File: src/hdl/lgu_pkg.sv
// Shared types, constants and helper functions of the loss and gradient unit.
package lgu_pkg;

  localparam int LOG_TABLE_ENTRIES_DEF = 256;
  localparam int QUEUE_DEPTH_DEF       = 4;

  localparam int T_W         = 16;   // target / prediction, Q2.14
  localparam int DIFF_W      = 17;   // p - t
  localparam int GRAD_W      = 18;   // Q4.14
  localparam int LOSS_W      = 32;   // Q16.16
  localparam int ACC_W       = 48;
  localparam int INV_W       = 16;
  localparam int MODE_W      = 2;
  localparam int LOG_W       = 20;   // -ln entries in Q.16, up to 4096 entries
  localparam int IN_TDATA_W  = 32;
  localparam int OUT_TDATA_W = 56;
  localparam int CFG_IDX_W   = 2;
  localparam int ONE_Q14     = 16384;

  // loss modes
  localparam logic [MODE_W-1:0] MODE_MSE = 2'd0;
  localparam logic [MODE_W-1:0] MODE_SE  = 2'd1;
  localparam logic [MODE_W-1:0] MODE_BCE = 2'd2;

  // register indexes
  localparam logic [CFG_IDX_W-1:0] REG_LOSS_MODE  = 2'd0;
  localparam logic [CFG_IDX_W-1:0] REG_INV_LENGTH = 2'd1;

  localparam logic [63:0] LN2_Q32 = 64'd2977044472;

  typedef struct packed {
    logic [T_W-1:0]    target;
    logic [DIFF_W-1:0] diff;
    logic              last;
  } item_t;

  typedef struct packed {
    logic not_empty;
    logic full;
  } q_stat_t;

  // -ln(a/b) in Q.16 for 0 < a < b; used only on constants at elaboration
  function automatic logic [LOG_W-1:0] neg_ln_q16(input logic [31:0] a, input logic [31:0] b);
    logic [63:0] a64, b64, num, den, rem, m, frac, l2, prod;
    int n, i;
    a64  = 64'(a);
    b64  = 64'(b);
    n    = 0;
    frac = '0;
    for (i = 0; i < 40; i++) begin
      if ((a64 << (n + 1)) <= b64) n++;
    end
    num = b64 << 30;
    den = a64 << n;
    rem = '0;
    m   = '0;
    // restoring long division, one quotient bit a pass
    for (i = 63; i >= 0; i--) begin
      rem = {rem[62:0], num[i]};
      if (rem >= den) begin
        rem  = rem - den;
        m[i] = 1'b1;
      end
    end
    for (i = 0; i < 16; i++) begin
      m    = (m * m) >> 30;
      frac = frac << 1;
      if (m >= (64'd1 << 31)) begin
        m    = m >> 1;
        frac = frac | 64'd1;
      end
    end
    l2   = (64'(n) << 16) | frac;
    prod = l2 * LN2_Q32 + (64'd1 << 31);
    return LOG_W'(prod >> 32);
  endfunction

  function automatic logic [LOSS_W-1:0] sat32(input logic signed [65:0] x);
    logic [LOSS_W-1:0] r;
    if (x > 66'sd2147483647)       r = 32'h7FFF_FFFF;
    else if (x < -66'sd2147483648) r = 32'h8000_0000;
    else                           r = x[LOSS_W-1:0];
    return r;
  endfunction

endpackage

File: src/hdl/lgu_front.sv
// Front end: takes items, forms p - t and the two log table indexes.
module lgu_front #(
  parameter int LOG_TABLE_ENTRIES = lgu_pkg::LOG_TABLE_ENTRIES_DEF,
  localparam int IDX_W  = $clog2(LOG_TABLE_ENTRIES),
  localparam int PROD_W = 14 + $clog2(LOG_TABLE_ENTRIES + 1)
) (
  input  logic                       clk,
  input  logic                       rst_n,
  input  logic                       in_valid,
  output logic                       in_ready,
  input  logic [lgu_pkg::T_W-1:0]    in_target,
  input  logic [lgu_pkg::T_W-1:0]    in_prediction,
  input  logic                       in_last,
  input  lgu_pkg::q_stat_t           q_stat,
  output logic                       push,
  output lgu_pkg::item_t             push_item,
  output logic [IDX_W-1:0]           push_idx1,
  output logic [IDX_W-1:0]           push_idx0
);

  logic                fr_valid_r, fr_valid_nxt;
  lgu_pkg::item_t      fr_item_r;
  logic [IDX_W-1:0]    fr_idx1_r, fr_idx0_r;
  logic                accept;
  logic [13:0]         pc, qc;
  logic [PROD_W-1:0]   prod1, prod0;
  logic [lgu_pkg::DIFF_W-1:0] diff;

  assign in_ready = !fr_valid_r || !q_stat.full;
  assign accept   = in_valid && in_ready;
  assign push     = fr_valid_r && !q_stat.full;

  assign diff = lgu_pkg::DIFF_W'($signed({in_prediction[15], in_prediction})
                                 - $signed({in_target[15], in_target}));

  // clamp p to one LSB .. one minus one LSB
  always_comb begin
    if (in_prediction[15] || in_prediction == '0) pc = 14'd1;
    else if (in_prediction[14])                   pc = 14'h3FFF;
    else                                          pc = in_prediction[13:0];
  end
  assign qc    = 14'(15'(lgu_pkg::ONE_Q14) - 15'(pc));
  assign prod1 = PROD_W'(pc) * PROD_W'(LOG_TABLE_ENTRIES);
  assign prod0 = PROD_W'(qc) * PROD_W'(LOG_TABLE_ENTRIES);

  always_comb begin
    fr_valid_nxt = fr_valid_r;
    if (accept)    fr_valid_nxt = 1'b1;
    else if (push) fr_valid_nxt = 1'b0;
  end

  always_ff @(posedge clk) begin
    if (!rst_n) begin
      fr_valid_r <= 1'b0;
    end else begin
      fr_valid_r <= fr_valid_nxt;
    end
  end

  always_ff @(posedge clk) begin
    if (accept) begin
      fr_item_r.target <= in_target;
      fr_item_r.diff   <= diff;
      fr_item_r.last   <= in_last;
      fr_idx1_r        <= prod1[14 +: IDX_W];
      fr_idx0_r        <= prod0[14 +: IDX_W];
    end
  end

  assign push_item = fr_item_r;
  assign push_idx1 = fr_idx1_r;
  assign push_idx0 = fr_idx0_r;

endmodule

File: config.mk
export PLATFORM = sky130hd
export DESIGN_NAME = lgu_front
export DESIGN_NICKNAME = d
export VERILOG_FILES = /design/src/hdl/lgu_pkg.sv /design/src/hdl/lgu_front.sv
export SDC_FILE = /design/constraint.sdc
export NUM_CORES = 1
export LEC_CHECK = 0
export ABC_AREA = 0
export BUFFER_PORTS_ARGS = -buffer_cell sky130_fd_sc_hd__buf_2
export CELL_PAD_IN_SITES_DETAIL_PLACEMENT = 0
export CELL_PAD_IN_SITES_GLOBAL_PLACEMENT = 2
export CORE_MARGIN = 2
export CORE_UTILIZATION = 31
export CTS_CLUSTER_DIAMETER = 60
export DETAILED_ROUTE_END_ITERATION = 8
export PLACE_DENSITY = 0.89
export SLEW_MARGIN = 10
export SYNTH_ARGS = -nofsm -noshare
export SYNTH_HDL_FRONTEND = slang
export SYNTH_SLANG_ARGS = --single-unit
File: constraint.sdc
create_clock -name clk -period 2.85 [get_ports clk]
set_input_delay 0.855 -clock clk [delete_from_list [all_inputs] [get_ports clk]]
set_output_delay 0.855 -clock clk [all_outputs]
set_load 0.01 [all_outputs]
After elaboration in Yosys (flattened, before gate mapping). Cells that the tools add are included.

Multiplexer cells: 4. Reductions and logical operators: 8. Add/sub/neg operators: 2.

Operators by type and width (count): $mux 14 (2); $sub 16x16->17 (1); $logic_not 16->1 (1); $sub 1x14->14 const A (1); $logic_and 1x1->1 (2); $logic_not 1->1 (2); $logic_or 1x1->1 (2); $mux 1 (2); $reduce_bool 2->1 (1).

Output and inout port bits: 52. Register bits after elaboration: 51.

Longest topological paths before layout.
Word-level depth: 4. Mapped depth: 9. Mapped depth without buffers: 9.

Least setup slack after synthesis. OpenSTA, ideal clock, no wires.

Path type: input port to flip-flop. Start point: input port q_stat[0] (netlist name). End point: register fr_idx0_r[0], in the netlist push_idx0[0], enable pin. Stages on the path: 2. Path slack: 242 ps. Library setup time: 413 ps. Arrival: 2195 ps. Cell sequence: nand2_1 -> and2_1.

Longest elaborated chain between the ends: 3.

Ends and longest elaborated chain: start: declaration (line lgu_front.sv:14) `input lgu_pkg::q_stat_t q_stat,`; $logic_not 1->1 (line lgu_front.sv:29) `assign in_ready = !fr_valid_r || !q_stat.full;`; $logic_or 1x1->1 (line lgu_front.sv:29); $logic_and 1x1->1 (line lgu_front.sv:30) `assign accept = in_valid && in_ready;`; named net accept (line lgu_front.sv:24) `logic accept;`; end signal: assignment (line lgu_front.sv:66) `fr_idx0_r <= prod0[14 +: IDX_W];`; end: declaration (line lgu_front.sv:23) `logic [IDX_W-1:0] fr_idx1_r, fr_idx0_r;`.

The timed path passes the listed nets, and every way through them passes these cells. A chain may end at the register's enable or synchronous reset.

Worst setup path in the final report.
Start point: input port in_target[0] (netlist name). End point: register fr_item_r (netlist bit push_item[13]), data pin.

Longest elaborated chain between the ends: 1.

Ends and longest elaborated chain: start: declaration (line lgu_front.sv:11) `input logic [lgu_pkg::T_W-1:0] in_target,`; $sub 16x16->17 (line lgu_front.sv:34) `- $signed({in_target[15], in_target}));`; named net diff (one bit) (line lgu_front.sv:27) `logic [lgu_pkg::DIFF_W-1:0] diff;`; end: declaration (line lgu_front.sv:22) `lgu_pkg::item_t fr_item_r;`.

The timed path passes the listed nets, and every way through them passes these cells.

==> PnR_summary.wiki <==
{| class="wikitable"
! Metric !! Value
|-
| Status || finished, final reports clean
|-
| Max-slew violation count || 0
|-
| Fmax || 402.3 MHz
|-
| Reported leakage power || roughly 0.0015 uW
|-
| Wire length reported by the detailed router || about 5800 um
|-
| Vias per Instance || 4.660
|-
| Root Buffer Master || clkbuf_8
|-
| CTS H-tree depth || 2
|-
| Total standard cell area after synthesis || between 2000 and 3000 um^2
|-
| Ys Warns || 0
|-
| Initial Utilization || about a third
|-
| Placed cell areas || 3313 um^2
|-
| First-pass GRT wire length || between 9000 and 10,000 um
|-
| Crit-path cells || buf_2, ha_1, fa_1, nor2b_1, o21ai_1, a21oi_1, o21ba_2, a41oi_1, xnor2_1
|-
| Antenna violations before repair || 0
|-
| Number of nets with antenna violations after detailed routing || 0
|-
| Number of buffers inserted for hold repair after clock tree synthesis || 0
|-
| Congestion Overflow GR || 0
|-
| Maximum resistive drop on vdd || 0.2190 mV
|-
| DP Wirelength || 4506 um
|-
| Count of buffers from port buffering || 88
|-
| CTS resizes || 0
|-
| Startpoint-to-endpoint class of the critical path || in -> reg
|-
| Number of setup violations in the final report || 0
|-
| Power density cells || around 550 nW/um^2
|-
| Summed negative setup slack over all endpoints || 0 ps
|-
| DRC violation count after routing || 0
|-
| Number of library cell types mapped by synthesis || 39
|-
| Crit. End Element || register
|-
| Global routing usage summed across all routing layers || between 10 and 15%
|-
| Die X-Extent || between 90 and 100 um
|-
| Standard cell core area || a little over 8000 um^2
|-
| Max-cap viol count || 0
|-
| Startpoint type of the worst setup path || input pin
|-
| Fraction of final layout cells with drive strength greater than 1 || around a third
|-
| Pin count of the biggest net entering global routing || around 50
|-
| Ranking of synthesized cells by area || edfxtp_1, ha_1, inv_1
|-
| Sinks on Clock Net || 51
|-
| Required time reported for the critical path endpoint || 2910 ps
|-
| Finished layout cell area || between 3000 and 4000 um^2
|-
| Number of setup buffers added after CTS || 0
|-
| Final clock period utilization by the worst path || between 80% and 90%
|-
| Number of DRC markers in iteration 0 || 38
|-
| Clock latency of the later-clocked register in the worst-skew pair || approximately 300 ps
|-
| Portion of synthesized cell area occupied by the leading cell type || a little under three fifths
|-
| DRT Pass-1 Iters || 4
|-
| Max incr delay on CP || slightly above 400 ps
|-
| Data arrival time of the critical path || 2540 ps
|-
| Path category of the worst min-delay check || reg -> reg
|-
| Detailed-route wire length per cell || approximately 13 um
|-
| Maximum buffer depth of the clock tree || 2
|-
| Antenna diodes || 0
|-
| Synth-to-layout area growth || 28.59%
|-
| Share of the yosys chip area belonging to registers || 56.72%
|-
| Library cell occupying the most area in the post-synthesis netlist || edfxtp_1
|-
| Total die area || 9414 um^2
|-
| Slowest CP cell || fa_1
|-
| Setup skew after layout || 6.048 ps
|-
| IO Count || 90
|-
| Row count || 33
|-
| Count of final hold-check violations || 0
|-
| Least-Margin Pin Slew || between 300 and 400 ps
|-
| Synthesized instance count || around 230
|-
| Die Y-Extent || roughly 97 um
|-
| Worst-case headroom to the max-slew limit || just under 80%
|-
| Period minus WS final || 2486 ps
|-
| Vias after detailed routing || 2,027
|-
| Final weighted congestion of routability-driven global placement || roughly 0.81
|-
| Number of global-route vias before repair || just under 2,000
|-
| Nets@finish || between 300 and 400
|-
| Nets in the synthesized netlist || approximately 290
|-
| Clock Pin Slew Worst Setup and Hold Paths || approximately 100 ps
|-
| Number of synthesized register bits || slightly above 50
|-
| Critical path fanouts, max || 3
|-
| CTS tree || built
|-
| Inserted Clock Buffers || 5
|-
| Post-Syn Area per Cell || about 12 um^2
|-
| Unrepaired setup endpoints after global routing || false
|}
## layout make-up
cell class / count / area [um^2]
Clock buffer: 5 / 68.82
Clock inverter: 3 / 67.56
Fill cell: 825 / 4850
Inverter: 25 / 93.84
Multi-Input combinational cell: 149 / 1046
Sequential cell: 51 / 1521
Tap cell: 105 / 131.4
Timing Repair Buffer: 97 / 520.5
## flip-flops by register name, summed over array words and instances (netlist names)
name / flops
push_idx1: 8
push_item: 34
push_idx0: 8
fr_valid_r: 1
## logic make-up (layout without fill, tap and decap cells)
logic type	after synthesis	in the layout	synth area share, %
simple gates	62	62	12.50
compound gates	55	55	13.34
xor+xnor	15	15	4.898
flops	51	51	56.72
buf+inv	31	130	4.338
fa+ha+maj	17	17	8.209
## through the flow
stage	power (uW)	worst slack [ps]	util [%]	std cells	hold WS (ps)
floorplan	1161	242.1	-	231	486.5
global placement	1312	6.830	39.92	427	500.9
detailed placement	1317	22.16	39.92	427	523.0
CTS	1914	342.0	41.56	435	545.6
global route	1990	283.4	41.56	435	619.0
finish	1891	364.4	41.56	435	545.4
## path summary, 6_finish.rpt
check	depth (start not counted)	slack [ps]	startpoint	end
worst min register to register	2	550	fr_valid_r	fr_valid_r
worst min-delay path	2	550	fr_valid_r	fr_valid_r
worst max register to register	3	1680	fr_valid_r	push_item[11]
worst max-delay path	9	360	in_target[0]	push_item[13]
## layer usage
layer | wire length [um] | track usage, % | vias to the layer above
met5 | 0 | 0 | -
met4 | 82 | 4.009 | 0
met3 | 264 | 3.179 | 6
met2 | 2830 | 20.89 | 40
met1 | 2647 | 16.33 | 952
li1 | - | - | 1029
## synth_stat cells
master,instances
ha_1,16
a211oi_2,1
a211oi_1,3
nor2_1,25
a211o_2,1
o21ai_1,1
buf_1,1
a41oi_1,1
a2bb2oi_2,1
xor2_1,7
or4_1,1
a21oi_1,16
nand4_4,1
o21ba_2,1
xnor2_1,8
a21o_1,7
a31oi_1,3
or3_1,1
or2_0,1
o21ai_0,12
nand3_1,7
nor4_4,2
dfxtp_1,1
nand4_1,1
inv_1,25
nor3_1,2
and2_1,1
fa_1,1
nand2_1,11
o31ai_1,1
edfxtp_1,50
nand4b_1,1
o21a_1,4
clkbuf_1,5
a211o_1,1
nand2b_1,3
o211ai_1,1
a311oi_1,1
nor2b_1,5
## power by group
group | internal, uW | total, uW | switching, uW | leakage, uW
Combinational | 162 | 378 | 216 | 0.000957
Sequential | 905 | 919 | 14.6 | 0.000491
Clock | 350 | 593 | 243 | 0.0000644
Total | 1420 | 1890 | 474 | 0.00151
## worst max-delay path, delay by kind of cell
family	cells	cell delay (ps)
buffers and inverters	1	110
AOI/OAI and AO/OA	4	660
and+or+nand+nor	1	130
adders and majority gates	2	620
xor gates and xnor gates	1	160
## cell usage in the layout (no fill, tap or decap), types with 2 or more instances in the layout
master | netlist | final
clkbuf_8 | 0 | 5
a31oi_1 | 3 | 3
nor2b_1 | 5 | 5
edfxtp_1 | 50 | 50
inv_1 | 25 | 25
nand2b_1 | 3 | 3
xor2_1 | 7 | 7
bufinv_16 | 0 | 2
nor4_4 | 2 | 2
a211oi_1 | 3 | 3
nor2_1 | 25 | 25
a21oi_1 | 16 | 16
a21o_1 | 7 | 7
o21ai_0 | 12 | 12
nand2_1 | 11 | 11
xnor2_1 | 8 | 8
buf_2 | 0 | 88
buf_4 | 0 | 8
ha_1 | 16 | 16
o21a_1 | 4 | 4
nor3_1 | 2 | 2
nand3_1 | 7 | 7
(Power assumes the default switching activity.)
