==> config.mk <==
export PLATFORM = sky130hd
export DESIGN_NAME = lgu_queue
export DESIGN_NICKNAME = d
export VERILOG_FILES = /design/src/hdl/lgu_pkg.sv /design/src/hdl/lgu_queue.sv
export SDC_FILE = /design/constraint.sdc
export NUM_CORES = 1
export LEC_CHECK = 0
export BUFFER_PORTS_ARGS = -buffer_cell sky130_fd_sc_hd__buf_2
export CAP_MARGIN = 10
export CORE_MARGIN = 4
export CORE_UTILIZATION = 50
export CTS_CLUSTER_SIZE = 30
export DETAILED_ROUTE_END_ITERATION = 10
export GPL_ROUTABILITY_DRIVEN = 0
export PLACE_DENSITY = 0.74
export REMOVE_ABC_BUFFERS = 1
export SETUP_SLACK_MARGIN = 0.2
export SYNTH_ARGS = -nofsm -noshare
export SYNTH_HDL_FRONTEND = slang
export SYNTH_SLANG_ARGS = --single-unit
==> constraint.sdc <==
create_clock -name clk -period 4.43 [get_ports clk]
set_input_delay 0 -clock clk [delete_from_list [all_inputs] [get_ports clk]]
set_output_delay 0 -clock clk [all_outputs]
set_load 0.02 [all_outputs]
==> src/hdl/lgu_pkg.sv <==
// Shared types, constants and helper functions of the loss and gradient unit.
package lgu_pkg;

  localparam int LOG_TABLE_ENTRIES_DEF = 256;
  localparam int QUEUE_DEPTH_DEF       = 4;

  localparam int T_W         = 16;   // target / prediction, Q2.14
  localparam int DIFF_W      = 17;   // p - t
  localparam int GRAD_W      = 18;   // Q4.14
  localparam int LOSS_W      = 32;   // Q16.16
  localparam int ACC_W       = 48;
  localparam int INV_W       = 16;
  localparam int MODE_W      = 2;
  localparam int LOG_W       = 20;   // -ln entries in Q.16, up to 4096 entries
  localparam int IN_TDATA_W  = 32;
  localparam int OUT_TDATA_W = 56;
  localparam int CFG_IDX_W   = 2;
  localparam int ONE_Q14     = 16384;

  // loss modes
  localparam logic [MODE_W-1:0] MODE_MSE = 2'd0;
  localparam logic [MODE_W-1:0] MODE_SE  = 2'd1;
  localparam logic [MODE_W-1:0] MODE_BCE = 2'd2;

  // register indexes
  localparam logic [CFG_IDX_W-1:0] REG_LOSS_MODE  = 2'd0;
  localparam logic [CFG_IDX_W-1:0] REG_INV_LENGTH = 2'd1;

  localparam logic [63:0] LN2_Q32 = 64'd2977044472;

  typedef struct packed {
    logic [T_W-1:0]    target;
    logic [DIFF_W-1:0] diff;
    logic              last;
  } item_t;

  typedef struct packed {
    logic not_empty;
    logic full;
  } q_stat_t;

  // -ln(a/b) in Q.16 for 0 < a < b; used only on constants at elaboration
  function automatic logic [LOG_W-1:0] neg_ln_q16(input logic [31:0] a, input logic [31:0] b);
    logic [63:0] a64, b64, num, den, rem, m, frac, l2, prod;
    int n, i;
    a64  = 64'(a);
    b64  = 64'(b);
    n    = 0;
    frac = '0;
    for (i = 0; i < 40; i++) begin
      if ((a64 << (n + 1)) <= b64) n++;
    end
    num = b64 << 30;
    den = a64 << n;
    rem = '0;
    m   = '0;
    // restoring long division, one quotient bit a pass
    for (i = 63; i >= 0; i--) begin
      rem = {rem[62:0], num[i]};
      if (rem >= den) begin
        rem  = rem - den;
        m[i] = 1'b1;
      end
    end
    for (i = 0; i < 16; i++) begin
      m    = (m * m) >> 30;
      frac = frac << 1;
      if (m >= (64'd1 << 31)) begin
        m    = m >> 1;
        frac = frac | 64'd1;
      end
    end
    l2   = (64'(n) << 16) | frac;
    prod = l2 * LN2_Q32 + (64'd1 << 31);
    return LOG_W'(prod >> 32);
  endfunction

  function automatic logic [LOSS_W-1:0] sat32(input logic signed [65:0] x);
    logic [LOSS_W-1:0] r;
    if (x > 66'sd2147483647)       r = 32'h7FFF_FFFF;
    else if (x < -66'sd2147483648) r = 32'h8000_0000;
    else                           r = x[LOSS_W-1:0];
    return r;
  endfunction

endpackage

==> src/hdl/lgu_queue.sv <==
// Short register queue between front and back ends.
module lgu_queue #(
  parameter int DATA_W = 8,
  parameter int DEPTH  = lgu_pkg::QUEUE_DEPTH_DEF,
  localparam int PTR_W = $clog2(DEPTH),
  localparam int CNT_W = $clog2(DEPTH + 1)
) (
  input  logic              clk,
  input  logic              rst_n,
  input  logic              push,
  input  logic [DATA_W-1:0] push_data,
  input  logic              pop,
  output logic [DATA_W-1:0] head_data,
  output lgu_pkg::q_stat_t  stat
);

  logic [DATA_W-1:0] mem [DEPTH];
  logic [PTR_W-1:0]  wr_ptr_r, wr_ptr_nxt, rd_ptr_r, rd_ptr_nxt;
  logic [CNT_W-1:0]  cnt_r, cnt_nxt;

  assign stat.not_empty = cnt_r != '0;
  assign stat.full      = cnt_r == CNT_W'(DEPTH);
  assign head_data      = mem[rd_ptr_r];

  always_comb begin
    wr_ptr_nxt = wr_ptr_r;
    rd_ptr_nxt = rd_ptr_r;
    cnt_nxt    = cnt_r;
    if (push) wr_ptr_nxt = (wr_ptr_r == PTR_W'(DEPTH - 1)) ? '0 : wr_ptr_r + 1'b1;
    if (pop)  rd_ptr_nxt = (rd_ptr_r == PTR_W'(DEPTH - 1)) ? '0 : rd_ptr_r + 1'b1;
    if (push && !pop)      cnt_nxt = cnt_r + 1'b1;
    else if (pop && !push) cnt_nxt = cnt_r - 1'b1;
  end

  always_ff @(posedge clk) begin
    if (!rst_n) begin
      wr_ptr_r <= '0;
      rd_ptr_r <= '0;
      cnt_r    <= '0;
    end else begin
      wr_ptr_r <= wr_ptr_nxt;
      rd_ptr_r <= rd_ptr_nxt;
      cnt_r    <= cnt_nxt;
    end
  end

  always_ff @(posedge clk) begin
    if (push) mem[wr_ptr_r] <= push_data;
  end

endmodule

Word-level counts from Yosys, hierarchy flattened
Memory sizes are Yosys's and may differ from the RTL's. A register that Yosys moved wholly into a read port is not among the register bits.
Index checks and enable logic that the tools add are counted.
- add/sub/neg operators: 4
- equality and inequality tests: 3
- muxes and demuxes: 8
- reduce and logical (&&, ||, !) cells: 6
- operator list (operator ; count):
    2-bit two-way mux ; 4
    3-bit two-way mux ; 2
    2-bit by 1-bit adder with 2-bit output, second input constant ; 2
    2-bit equality test, second input constant ; 2
    3-bit by 1-bit adder with 3-bit output, second input constant ; 1
    3-bit equality test, second input constant ; 1
    3-bit nonzero test ; 1
    3-bit by 1-bit subtractor with 3-bit output, second input constant ; 1
    1-bit logical AND ; 2
    1-bit zero test ; 2
    1-bit two-way mux ; 2
    2-bit nonzero test ; 1
- register bits: 7
- RAM bits: 32
- output and inout port bits: 10
- word-level logic and storage cells: 25
- memories: 1
- memories (name ; words ; bits a word ; read ports ; clocked after Yosys merged registers in ; wr ports ; line ; text):
    mem ; 4 ; 8 ; 1 ; 1 ; 1 ; lgu_queue.sv:17 ; logic [DATA_W-1:0] mem [DEPTH];

Depth between registers and ports, before layout
Gate-level depths: netlist (run 1).
- depth after elaboration: 4
- gate-level depth with buffers: 7
- gate-level depth less buffers: 7

Worst setup path after synthesis (run 1)
Ideal clock, no wire load.
- path kind: register to register
- start: register cnt_r[0]
- end: register cnt_r[2]
- library setup time: 0.070 ns
- arrival time: 1.320 ns
- data required time: 4.360 ns
- path slack: 3.040 ns
- cell stages (with the launch flop): 5
- buffers on the path: 0
- clock period less this slack: 1.390 ns
- cell sequence: dfxtp_1 > fa_1 > xor2_1 > or3_1 > a21boi_1
- cells in the longest elaborated chain, start to end: 3
- RTL lines (element ; line ; text):
    start, declared ; lgu_queue.sv:19 ; logic [CNT_W-1:0] cnt_r, cnt_nxt;
    start signal, assigned ; lgu_queue.sv:43 ; cnt_r <= cnt_nxt;
    3-bit by 1-bit subtractor with 3-bit output ; lgu_queue.sv:32 ; else if (pop && !push) cnt_nxt = cnt_r - 1'b1;
    3-bit two-way mux ; lgu_queue.sv:32 ;
    3-bit two-way mux (*) ; lgu_queue.sv:31 ; if (push && !pop) cnt_nxt = cnt_r + 1'b1;
Mark *: on every way between the ends. The rest lies on a longest branch, timed or not. The select of a mux whose other input is x is not followed.
A chain may end at the register's enable or synchronous reset.

==> results.json, run 1 <==
{
  "status": "complete, no violations",
  "n_antenna_cell": 0,
  "cts-htree-levels": 2,
  "power.clock.fraction_pct": 23.1,
  "wire_per_inst_um": 14.41,
  "r2r_cells": 4,
  "multi_input_comb_area_um2": 444.2,
  "syn_area_mm2": 0.001617,
  "yosys.area.top_type_share_pct": 59.44,
  "fraction_of_the_yosys_area_taken_by_sequential_cells_pct": 70.59,
  "dr.pass1.iters": 4,
  "max_stage_delay_ns": 0.68,
  "critical_path.n_buffers_inverters": 1,
  "switching_power_mw": 0.1757,
  "cp_cell_sequence": "mux4_2, buf_2",
  "timing.clock.skew_ns": 0.01834,
  "hold_path.startpoint": "pop",
  "total_power_mw": 0.7246,
  "root_buffer": "sky130_fd_sc_hd__clkbuf_4",
  "net_switching_share_of_the_total_power_pct": 24.25,
  "cp_slowest_cell": "sky130_fd_sc_hd__dfxtp_1",
  "layoutNonFillerInstCount": 166,
  "hold_path_class": "input port to flip-flop",
  "setup_viol_count_final": 0,
  "port_buffers": 21,
  "ant_nets": 0,
  "viasPerCell": 4.934,
  "number_of_antenna_violations_at_the_first_check_in_global_routing": 0,
  "finalNetCount": 140,
  "dpl.cell_count": 149,
  "critical_path_fanouts_max": 8,
  "drv.max_cap_violation_count": 0,
  "initial_utilization_pct": 52.52,
  "synthesis.instances": 86,
  "power_frac_comb_pct": 14.3,
  "area_of_the_die_mm2": 0.004207,
  "finalWorstPathRequiredPeriod_ns": 1.769,
  "design.portCount": 22,
  "leakage_power_figure_nw": 0.6990,
  "final_core_util_pct": 61.71,
  "synthDistinctLibCells": 20,
  "number_of_global_route_vias_before_repair": 877,
  "detailedPlace.worstSlack_ns": 2.930,
  "endpoint_of_the_worst_register_to_register_path": "cnt_r[2]",
  "worstSetupEndpointType": "output port",
  "wire_length_of_the_first_global_routing_pass_um": 4105,
  "achievable-frequency_mhz": 565.4,
  "count_of_vias_placed_by_the_detailed_router": 819,
  "post-dp-hpwl_um": 1693,
  "tritoncts.num_buffers": 5,
  "number_of_stages_on_the_worst_setup_path": 2,
  "die_x_um": 64.86,
  "timing.reg2reg.setup_slack_ns": 2.95,
  "timing.rr.start": "cnt_r[0]",
  "worst_skew_pair.late_latency_ns": 0.34,
  "finalCritPeriodShare_pct": 39.92,
  "cts_tree": "built",
  "cts.sink_count": 41,
  "fill_cell_count": 239,
  "placement_rows": 20,
  "floorplan.core_area_mm2": 0.003078,
  "cts_repair_resize_count": 0,
  "mean_area_per_synthesized_cell_um2": 18.80,
  "internal_power_mw": 0.5488,
  "worst-slew-pin-transition_ns": 0.5435,
  "power.ir.vdd_worst_v": 0.0002339,
  "grt_overflow_total": 0,
  "route.detailed.drc": 0,
  "worst-setup-path-type": "flip-flop to output port",
  "critPathArrivalTime_ns": 1.77,
  "wirelength_um": 2392,
  "timing.final.max_slew_violations": 0,
  "hold_violations": 0,
  "register_area_mm2": 0.001141,
  "kind_of_cell_adding_the_most_delay_to_the_critical_path": "flip-flops",
  "drtIter0Drc": 42,
  "ys_seq_elements": 41,
  "clkSlewWorstSetupHoldPaths_ns": 0.11,
  "seq_power_share_pct": 62.6,
  "powerDensity_mw_per_mm2": 381.5,
  "post_route_cells_drive_above_1_share_pct": 27.87,
  "synth_largest_area_cell": "sky130_fd_sc_hd__edfxtp_1",
  "grt_use_total_pct": 13.62,
  "rsz_0062_raised_after_global_routing": "no",
  "yosysWarnings": 0,
  "critical_path.startpoint_type": "flip-flop",
  "area_delta_synth_final_pct": 17.49,
  "setup_slack_ns": 2.661,
  "setup.worst_path.end": "head_data[5]",
  "grt_max_degree": 13,
  "fin_setup_tns_ns": 0,
  "critical_path_required_ns": 4.43,
  "die_h_um": 64.86,
  "slew_headroom_pct": 63.72,
  "clock_tree.buffer_depth": 2,
  "ys_top_cells_by_area": "sky130_fd_sc_hd__edfxtp_1, sky130_fd_sc_hd__dfxtp_1, sky130_fd_sc_hd__mux4_2, sky130_fd_sc_hd__ha_1, sky130_fd_sc_hd__mux2i_1"
}
[worst min-delay path by stage]
| stage | to | slack [ns] | cells past startpoint |
|---|---|---|---|
| global route | flip-flop | 0.01 | 3 |
| CTS | rd_ptr_r[1] | 0.009 | 3 |
| detailed placement | mem[3][7] | 0.22 | 1 |
| finish | rd_ptr_r[1] | 0.02 | 3 |
| global placement | mem[2][7] | 0.21 | 1 |
| floorplan | mem[0][0] | 0.1 | 0 |
[sequential cells by signal, summed over array words and instances, names as in the netlist, named ones only]
register and cells:
cnt_r 3, mem 32, rd_ptr_r 2, wr_ptr_r 2
[synth_stat cells]
library cell and number:
sky130_fd_sc_hd__and2_1 5, sky130_fd_sc_hd__inv_1 4, sky130_fd_sc_hd__mux2i_1 4, sky130_fd_sc_hd__nor3_1 1, sky130_fd_sc_hd__nor2_1 1, sky130_fd_sc_hd__buf_6 1
sky130_fd_sc_hd__fa_1 1, sky130_fd_sc_hd__mux4_2 8, sky130_fd_sc_hd__ha_1 6, sky130_fd_sc_hd__o21a_1 1, sky130_fd_sc_hd__dfxtp_1 9, sky130_fd_sc_hd__nor2b_1 5
sky130_fd_sc_hd__xnor2_1 1, sky130_fd_sc_hd__edfxtp_1 32, sky130_fd_sc_hd__a21boi_1 1, sky130_fd_sc_hd__clkbuf_2 1, sky130_fd_sc_hd__or3_1 2, sky130_fd_sc_hd__xor2_1 1
sky130_fd_sc_hd__o21ai_0 1, sky130_fd_sc_hd__nor3b_1 1
[per-stage QoR]
stage,cell area (um^2),hold WS (ns)
2_1_floorplan,1600,0.09887
3_3_place_gp,1760,0.2101
3_5_place_dp,1760,0.2159
4_1_cts,1899,0.009315
5_1_grt,1899,0.01484
6_report,1899,0.02430
[layer usage]
metal	part of all wire (%)	up-vias	track usage (%)	wire length, um
met3	4.7	4	5.719	112
met4	0.96	0	3.958	23
met2	53	22	22.61	1262
met5	0	-	0	0
li1	-	398	-	-
met1	42	395	16.13	994
[area by class of cell]
type / instances / area share, %
Timing Repair Buffer: 30 / 10.28
Multi-Input combinational cell: 39 / 23.39
Clock inverter: 1 / 0.1976
Tap cell: 44 / 2.899
Sequential cell: 41 / 60.08
Inverter: 4 / 0.7905
Clock buffer: 7 / 2.372
[power by group through the flow]
| stage | Clock [mW] | Sequential (mW) | Combinational, mW |
|---|---|---|---|
| 6_report | 0.167 | 0.453 | 0.104 |
| 5_1_grt | 0.199 | 0.457 | 0.114 |
| 3_5_place_dp | 0 | 0.463 | 0.0992 |
| 4_1_cts | 0.173 | 0.454 | 0.106 |
| 2_1_floorplan | 0 | 0.458 | 0.0678 |
| 3_3_place_gp | 0 | 0.461 | 0.0962 |
[timing repair]
item	CTS	global route
setup buffers	0	0
endpoints found under the setup margin	0	0
hold buffers	9	0
endpoints found under the hold margin	41	0
[logic make-up (layout without fill, tap and decap cells)]
group | Yosys count | in the layout | share of synthesized area, %
mux | 12 | 12 | 13.62
xor+xnor | 2 | 2 | 1.084
flops | 41 | 41 | 70.59
simple gates | 15 | 15 | 5.650
compound gates | 3 | 3 | 1.238
buf+inv | 6 | 42 | 1.934
fa+ha+maj | 7 | 7 | 5.882
[worst reg2reg max path, cell delays in order (launching register included)]
cell and delay (ns):
sky130_fd_sc_hd__dfxtp_1 0.37, sky130_fd_sc_hd__fa_1 0.45, sky130_fd_sc_hd__xor2_1 0.16, sky130_fd_sc_hd__or3_1 0.31
sky130_fd_sc_hd__a21boi_1 0.14
[placed cells by master (no fill, tap or decap), types with 2 or more instances in the layout]
cell type                       synthesis  routed
sky130_fd_sc_hd__edfxtp_1              32      32
sky130_fd_sc_hd__clkbuf_1               0       2
sky130_fd_sc_hd__and2_1                 5       5
sky130_fd_sc_hd__dfxtp_1                9       9
sky130_fd_sc_hd__ha_1                   6       6
sky130_fd_sc_hd__buf_2                  0      21
sky130_fd_sc_hd__inv_1                  4       4
sky130_fd_sc_hd__dlygate4sd3_1          0       9
sky130_fd_sc_hd__or3_1                  2       2
sky130_fd_sc_hd__nor2b_1                5       5
sky130_fd_sc_hd__mux2i_1                4       4
sky130_fd_sc_hd__mux4_2                 8       8
sky130_fd_sc_hd__clkbuf_4               0       5
Note: power is estimated with default switching activity, not from simulation.
==> run 2: changes to the inputs <==
--- a/config.mk
+++ b/config.mk
@@ -5,6 +5,7 @@
 export SDC_FILE = /design/constraint.sdc
 export NUM_CORES = 1
 export LEC_CHECK = 0
+export ABC_AREA = 1
 export BUFFER_PORTS_ARGS = -buffer_cell sky130_fd_sc_hd__buf_2
 export CAP_MARGIN = 10
 export CORE_MARGIN = 4
==> constraint.sdc (replaced) <==
create_clock -name clk -period 1.74 [get_ports clk]
set_input_delay 0 -clock clk [delete_from_list [all_inputs] [get_ports clk]]
set_output_delay 0 -clock clk [all_outputs]
set_load 0.02 [all_outputs]
==> run 2 against run 1 <==
Against the previous run: register-to-register slack got worse by 2.5 ns; sequential cell count unchanged; sequential power grew to 2.5 times the previous value; critical path type unchanged; sequential share of layout area fell by 1.6 points.
==> results.json, run 2 <==
{
  "hold_path_class": "input port to flip-flop",
  "clock_tree.buffer_depth": 2,
  "ys_top_cells_by_area": "sky130_fd_sc_hd__edfxtp_1, sky130_fd_sc_hd__dfxtp_1, sky130_fd_sc_hd__nor2_1, sky130_fd_sc_hd__ha_1, sky130_fd_sc_hd__o21ai_0",
  "reg.largest.list": "mem: 32 flops, cnt_r: 3 flops",
  "timing.clock.skew_ns": 0.007970,
  "grt_max_degree": 17,
  "hold-path-cell-count": 3,
  "synth_top_flop_cell": "sky130_fd_sc_hd__edfxtp_1",
  "grt_overflow_total": 0,
  "yosys.area.top_type_share_pct": 58.09,
  "critPathArrivalTime_ns": 1.45,
  "wirelength_um": 2845,
  "cts.sink_count": 41,
  "wire_length_of_the_first_global_routing_pass_um": 4719,
  "route.detailed.drc": 0,
  "n_antenna_cell": 0,
  "synthArstFlopShare_pct": 0,
  "post_route_cells_drive_above_1_share_pct": 21.84,
  "cts_tree": "built",
  "cts_setup_buffers": 0,
  "timing.rr.start": "wr_ptr_r[1]",
  "yosysWarnings": 0,
  "mean_area_per_synthesized_cell_um2": 12.16,
  "hold_violations": 0,
  "area_of_the_die_mm2": 0.004292,
  "fin_setup_tns_ns": 0,
  "ys_seq_elements": 41,
  "fill_cell_count": 259,
  "final_core_util_pct": 63.06,
  "synth_enable_flop_cells": 32,
  "drtIter0Drc": 44,
  "critical_path_required_ns": 1.74,
  "fraction_of_the_yosys_area_taken_by_sequential_cells_pct": 68.99,
  "status": "complete, no violations",
  "achievable-frequency_mhz": 688.5,
  "setup_viol_count_final": 0,
  "layout_common_cells": "sky130_fd_sc_hd__edfxtp_1, sky130_fd_sc_hd__nor2_1, sky130_fd_sc_hd__buf_2",
  "viasPerCell": 5.005,
  "post-dp-hpwl_um": 1970,
  "grt_use_total_pct": 14.99,
  "tritoncts.num_buffers": 5,
  "powerDensity_mw_per_mm2": 955.5,
  "design.portCount": 22,
  "rsz_0062_raised_after_global_routing": "yes",
  "wire_per_inst_um": 13.05,
  "critical_path_fanouts_max": 16,
  "r2r_cells": 4,
  "finalNetCount": 192,
  "hold_path.startpoint": "push",
  "critical_path.startpoint_type": "flip-flop",
  "timing.reg2reg.setup_slack_ns": 0.50,
  "number_of_antenna_violations_at_the_first_check_in_global_routing": 0,
  "registers.top_by_ff_count": "mem",
  "ant_nets": 0,
  "power.ir.vdd_worst_v": 0.0004663,
  "timing.final.max_slew_violations": 0,
  "synth_largest_area_cell": "sky130_fd_sc_hd__edfxtp_1",
  "top_cells_by_count_synth": "sky130_fd_sc_hd__edfxtp_1, sky130_fd_sc_hd__nor2_1, sky130_fd_sc_hd__inv_1, sky130_fd_sc_hd__o21ai_0",
  "synthDistinctLibCells": 19,
  "worst-slew-pin-transition_ns": 0.3663,
  "clkSlewWorstSetupHoldPaths_ns": 0.11,
  "initial_utilization_pct": 53.31,
  "root_buffer": "sky130_fd_sc_hd__clkbuf_4",
  "mostFrequentLayoutCell": "sky130_fd_sc_hd__edfxtp_1",
  "synthesis.instances": 136,
  "die_h_um": 65.52,
  "slew_headroom_pct": 75.55,
  "whs_ns": 0.01737,
  "die_x_um": 65.52,
  "leakage_power_figure_nw": 0.7909,
  "drv.max_cap_violation_count": 0,
  "worst-setup-path-type": "flip-flop to output port",
  "syn_area_mm2": 0.001654,
  "number_of_global_route_vias_before_repair": 1057,
  "setup_slack_ns": 0.2875,
  "largest_register_ff_count": 32,
  "detailedPlace.worstSlack_ns": 0.4755,
  "worstSetupEndpointType": "output port",
  "timing.hold.worst_endpoint": "wr_ptr_r[1]",
  "finalWorstPathRequiredPeriod_ns": 1.452,
  "port_buffers": 21,
  "dr.pass1.iters": 4,
  "finalCritPeriodShare_pct": 83.48,
  "endpoint_of_the_worst_register_to_register_path": "mem[1][0]",
  "count_of_vias_placed_by_the_detailed_router": 1091,
  "cts-htree-levels": 2,
  "area_delta_synth_final_pct": 18.31,
  "floorplan.core_area_mm2": 0.003103,
  "yosys.cell_count.top_type": "sky130_fd_sc_hd__edfxtp_1",
  "worst_skew_pair.late_latency_ns": 0.35,
  "placement_rows": 20
}
run 2: cell types whose count changed in the layout (fill, tap and decap cells not counted), moves of 8 or more:
cell | previous run | this run
sky130_fd_sc_hd__inv_1 | 4 | 13
sky130_fd_sc_hd__mux4_2 | 8 | 0
sky130_fd_sc_hd__nand2_1 | 0 | 9
sky130_fd_sc_hd__nor2_1 | 1 | 23
sky130_fd_sc_hd__o21ai_0 | 1 | 15
sky130_fd_sc_hd__o22ai_1 | 0 | 8
run 2: critical path: stages (launching register included):
cell	delay, ns
sky130_fd_sc_hd__dfxtp_4	0.40
sky130_fd_sc_hd__inv_2	0.24
sky130_fd_sc_hd__o21ai_0	0.12
sky130_fd_sc_hd__o22ai_1	0.15
sky130_fd_sc_hd__buf_2	0.20
run 2: per-layer routing:
metal,track usage [%],routed length (um)
met2,24.78,1465
met3,3.761,147
met1,18.59,1188
met4,6.477,43
met5,0,0
run 2: area by class of cell:
class	count	area (um^2)	area share [%]
tap	44	55.05	2.813
multi-input combinational	77	432.9	22.12
sequential	41	1145	58.50
inverter	16	60.06	3.069
timing repair buffer	32	212.7	10.87
clock inverter	2	10.01	0.5115
clock buffer	6	41.29	2.110
run 2: what timing repair did:
action	in CTS	in global routing
hold endpoints to repair	41	0
endpoints found under the setup margin	8	2
resized for setup	2	3
hold buffers	10	0
run 2: report_power, final:
part	leakage, nW	internal (mW)	total, mW	switching (mW)
Clock	0.0320	0.154	0.439	0.285
Sequential	0.369	1.11	1.14	0.0353
Combinational	0.390	0.110	0.286	0.177
Total	0.791	1.37	1.87	0.497
run 2: worst max-delay path by stage:
stage | end | slack [ns] | from
3_5_place_dp | mem[1][1] | 0.48 | wr_ptr_r[0]
2_1_floorplan | cnt_r[2] | 0.59 | cnt_r[0]
5_1_grt | cnt_r[2] | 0.20 | pop
4_1_cts | head_data[0] | 0.27 | flip-flop
3_3_place_gp | cnt_r[2] | 0.51 | pop
6_report | head_data[0] | 0.29 | flip-flop
run 2: through the flow:
step	power [mW]	std cells	instance area, um^2
finish	1.870	218	1957
global route	1.964	218	1957
CTS	1.886	218	1952
detailed placement	1.440	200	1799
global placement	1.425	200	1799
floorplan	1.338	134	1632
run 2: cells by family after synthesis:
| kind of cell | share of synthesized area, % |
|---|---|
| adders and majority gates | 5.749 |
| and+or+nand+nor | 9.606 |
| xor gates and xnor gates | 0.5296 |
| buffers and inverters | 4.992 |
| DFF | 68.99 |
| AOI/OAI and AO/OA | 10.14 |
==> run 3: changes to the inputs <==
--- a/config.mk
+++ b/config.mk
@@ -13,7 +13,7 @@
 export CTS_CLUSTER_SIZE = 30
 export DETAILED_ROUTE_END_ITERATION = 10
 export GPL_ROUTABILITY_DRIVEN = 0
-export PLACE_DENSITY = 0.74
+export PLACE_DENSITY = 0.76
 export REMOVE_ABC_BUFFERS = 1
 export SETUP_SLACK_MARGIN = 0.2
 export SYNTH_ARGS = -nofsm -noshare
==> constraint.sdc (replaced) <==
create_clock -name clk -period 1.16 [get_ports clk]
set_input_delay 0 -clock clk [delete_from_list [all_inputs] [get_ports clk]]
set_output_delay 0 -clock clk [all_outputs]
set_load 0.02 [all_outputs]
==> run 3 against run 2 <==
Against the previous run: the flow now finishes with violations (setup timing); count of clock-buffer cells in the layout is 1 lower; routed wire length rose by 33%; setup slack lost 0.46 ns; clock power increased by 54%; global-route usage grew 4.2 points; critical path type unchanged; largest power group unchanged.
==> results.json, run 3 (synthesis gave the netlist of run 2 again) <==
{
  "clock_tree.buffer_depth": 2,
  "route.detailed.drc": 0,
  "worst_skew_pair.late_latency_ns": 0.35,
  "post-dp-hpwl_um": 2198,
  "register_area_mm2": 0.001160,
  "critPathArrivalTime_ns": 1.33,
  "critical_path.startpoint_type": "flip-flop",
  "initial_utilization_pct": 53.31,
  "cts-htree-levels": 2,
  "multi_input_comb_area_um2": 573.1,
  "timing.rr.start": "cnt_r[0]",
  "grt_use_total_pct": 19.15,
  "ant_nets": 0,
  "layout_common_cells": "sky130_fd_sc_hd__edfxtp_1, sky130_fd_sc_hd__nor2_1, sky130_fd_sc_hd__buf_4",
  "total_power_mw": 3.135,
  "dpl.cell_count": 210,
  "layoutNonFillerInstCount": 232,
  "area_of_the_die_mm2": 0.004292,
  "registers.top_by_ff_count": "mem",
  "largest_register_ff_count": 32,
  "hold_path.startpoint": "pop",
  "critical_path_fanouts_max": 6,
  "placed_cell_area_mm2": 0.001924,
  "power.ir.vdd_worst_v": 0.0008716,
  "die_h_um": 65.52,
  "cp_slowest_cell": "sky130_fd_sc_hd__dfxtp_4",
  "cts_tree": "built",
  "finalCritPeriodShare_pct": 114.9,
  "fin_setup_tns_ns": -1.152,
  "hold_violations": 0,
  "timing.final.max_slew_violations": 0,
  "cp_cell_sequence": "buf_6, o21ai_2, o22ai_1, buf_4",
  "worst-setup-path-type": "flip-flop to output port",
  "setup_slack_ns": -0.1732,
  "detailedPlace.worstSlack_ns": -0.1142,
  "root_buffer": "sky130_fd_sc_hd__clkbuf_4",
  "grt_max_degree": 17,
  "clkSlewWorstSetupHoldPaths_ns": 0.12,
  "n_antenna_cell": 0,
  "reg.largest.list": "mem: 32 flops, cnt_r: 3 flops",
  "viasPerCell": 5.362,
  "power_frac_comb_pct": 23.3,
  "placement_rows": 20,
  "powerDensity_mw_per_mm2": 1341,
  "timing.clock.skew_ns": 0.01301,
  "design.portCount": 22,
  "post_route_cells_drive_above_1_share_pct": 49.47,
  "wire_per_inst_um": 16.27,
  "die_x_um": 65.52,
  "floorplan.core_area_mm2": 0.003103,
  "seq_power_share_pct": 55.1,
  "switching_power_mw": 0.9058,
  "internal_power_mw": 2.229,
  "count_of_vias_placed_by_the_detailed_router": 1244,
  "worstSetupEndpointType": "output port",
  "wire_length_of_the_first_global_routing_pass_um": 5940,
  "number_of_global_route_vias_before_repair": 1290,
  "drv.max_cap_violation_count": 0,
  "number_of_antenna_violations_at_the_first_check_in_global_routing": 0,
  "mostFrequentLayoutCell": "sky130_fd_sc_hd__edfxtp_1",
  "power.clock.fraction_pct": 21.6,
  "violations_in_the_final_reports": "setup timing",
  "rsz_0062_raised_after_global_routing": "yes",
  "worst-slew-pin-transition_ns": 0.2305,
  "grt_overflow_total": 0,
  "dr.pass1.iters": 4,
  "area_delta_synth_final_pct": 41.30,
  "setup_viol_count_final": 11,
  "hold_path_class": "input port to flip-flop",
  "leakage_power_figure_nw": 0.9018,
  "critical_path_required_ns": 1.16,
  "fill_cell_count": 200,
  "fin_area_mm2": 0.002337,
  "finalNetCount": 206,
  "wirelength_um": 3774,
  "cts.sink_count": 41,
  "whs_ns": 0.1077,
  "achievable-frequency_mhz": 750.1,
  "drtIter0Drc": 55,
  "tritoncts.num_buffers": 5,
  "final_core_util_pct": 75.32,
  "status": "finished, violations left",
  "net_switching_share_of_the_total_power_pct": 28.89,
  "max_stage_delay_ns": 0.42,
  "slew_headroom_pct": 84.62,
  "port_buffers": 21,
  "finalWorstPathRequiredPeriod_ns": 1.333,
  "timing.reg2reg.setup_slack_ns": -0.01
}
==> run 3: changes by cell type in the layout (fill, tap and decap cells not counted), sizes merged <==
cell	previous run	this run
buf	22	36
clkbuf	6	5
clkinvlp	0	1
==> run 3: timing repair <==
item | in CTS | in global routing
setup endpoints to repair | 45 | 48
hold buffers | 10 | 0
pin swaps | 16 | 13
resized for setup | 63 | 23
hold endpoints to repair | 38 | 0
setup buffers | 1 | 3
==> run 3: metal layers <==
layer | GRT usage (%) | vias up | share of wire [%]
met4 | 7.772 | 0 | 3.0
met2 | 35.90 | 40 | 56
met3 | 5.983 | 11 | 5.0
met5 | 0 | - | 0
met1 | 19.39 | 615 | 36
li1 | - | 578 | -
==> run 3: worst max-delay path, delay by kind of cell (launching register included) <==
| kind | cells | cell delay [ns] |
|---|---|---|
| buf+inv | 2 | 0.32 |
| flops | 1 | 0.42 |
| compound gates | 2 | 0.24 |
==> run 3: worst paths after layout <==
| check | endpoint | cells after the start |
|---|---|---|
| worst max-delay path | head_data[2] | 4 |
| worst min register to register | wr_ptr_r[1] | 2 |
| worst max register to register | cnt_r[2] | 6 |
| worst min-delay path | flip-flop | 5 |
==> run 3: area by class of cell <==
| cell class | count | share of cell area [%] |
|---|---|---|
| clock buffer | 5 | 1.606 |
| clock inverter | 3 | 0.7495 |
| inverter | 16 | 3.212 |
| multi-input combinational | 77 | 24.52 |
| sequential | 41 | 49.63 |
| tap | 44 | 2.355 |
| timing repair buffer | 46 | 17.93 |
==> run 3: power groups by stage <==
stage                     Clock [mW]  Combinational (mW)  Sequential (mW)
after CTS                      0.679               0.634             1.72
after global routing           0.745               0.788             1.73
final                          0.677               0.731             1.73
after detailed placement           0               0.491             1.74
after global placement             0               0.463             1.74
after floorplan                    0               0.267             1.74
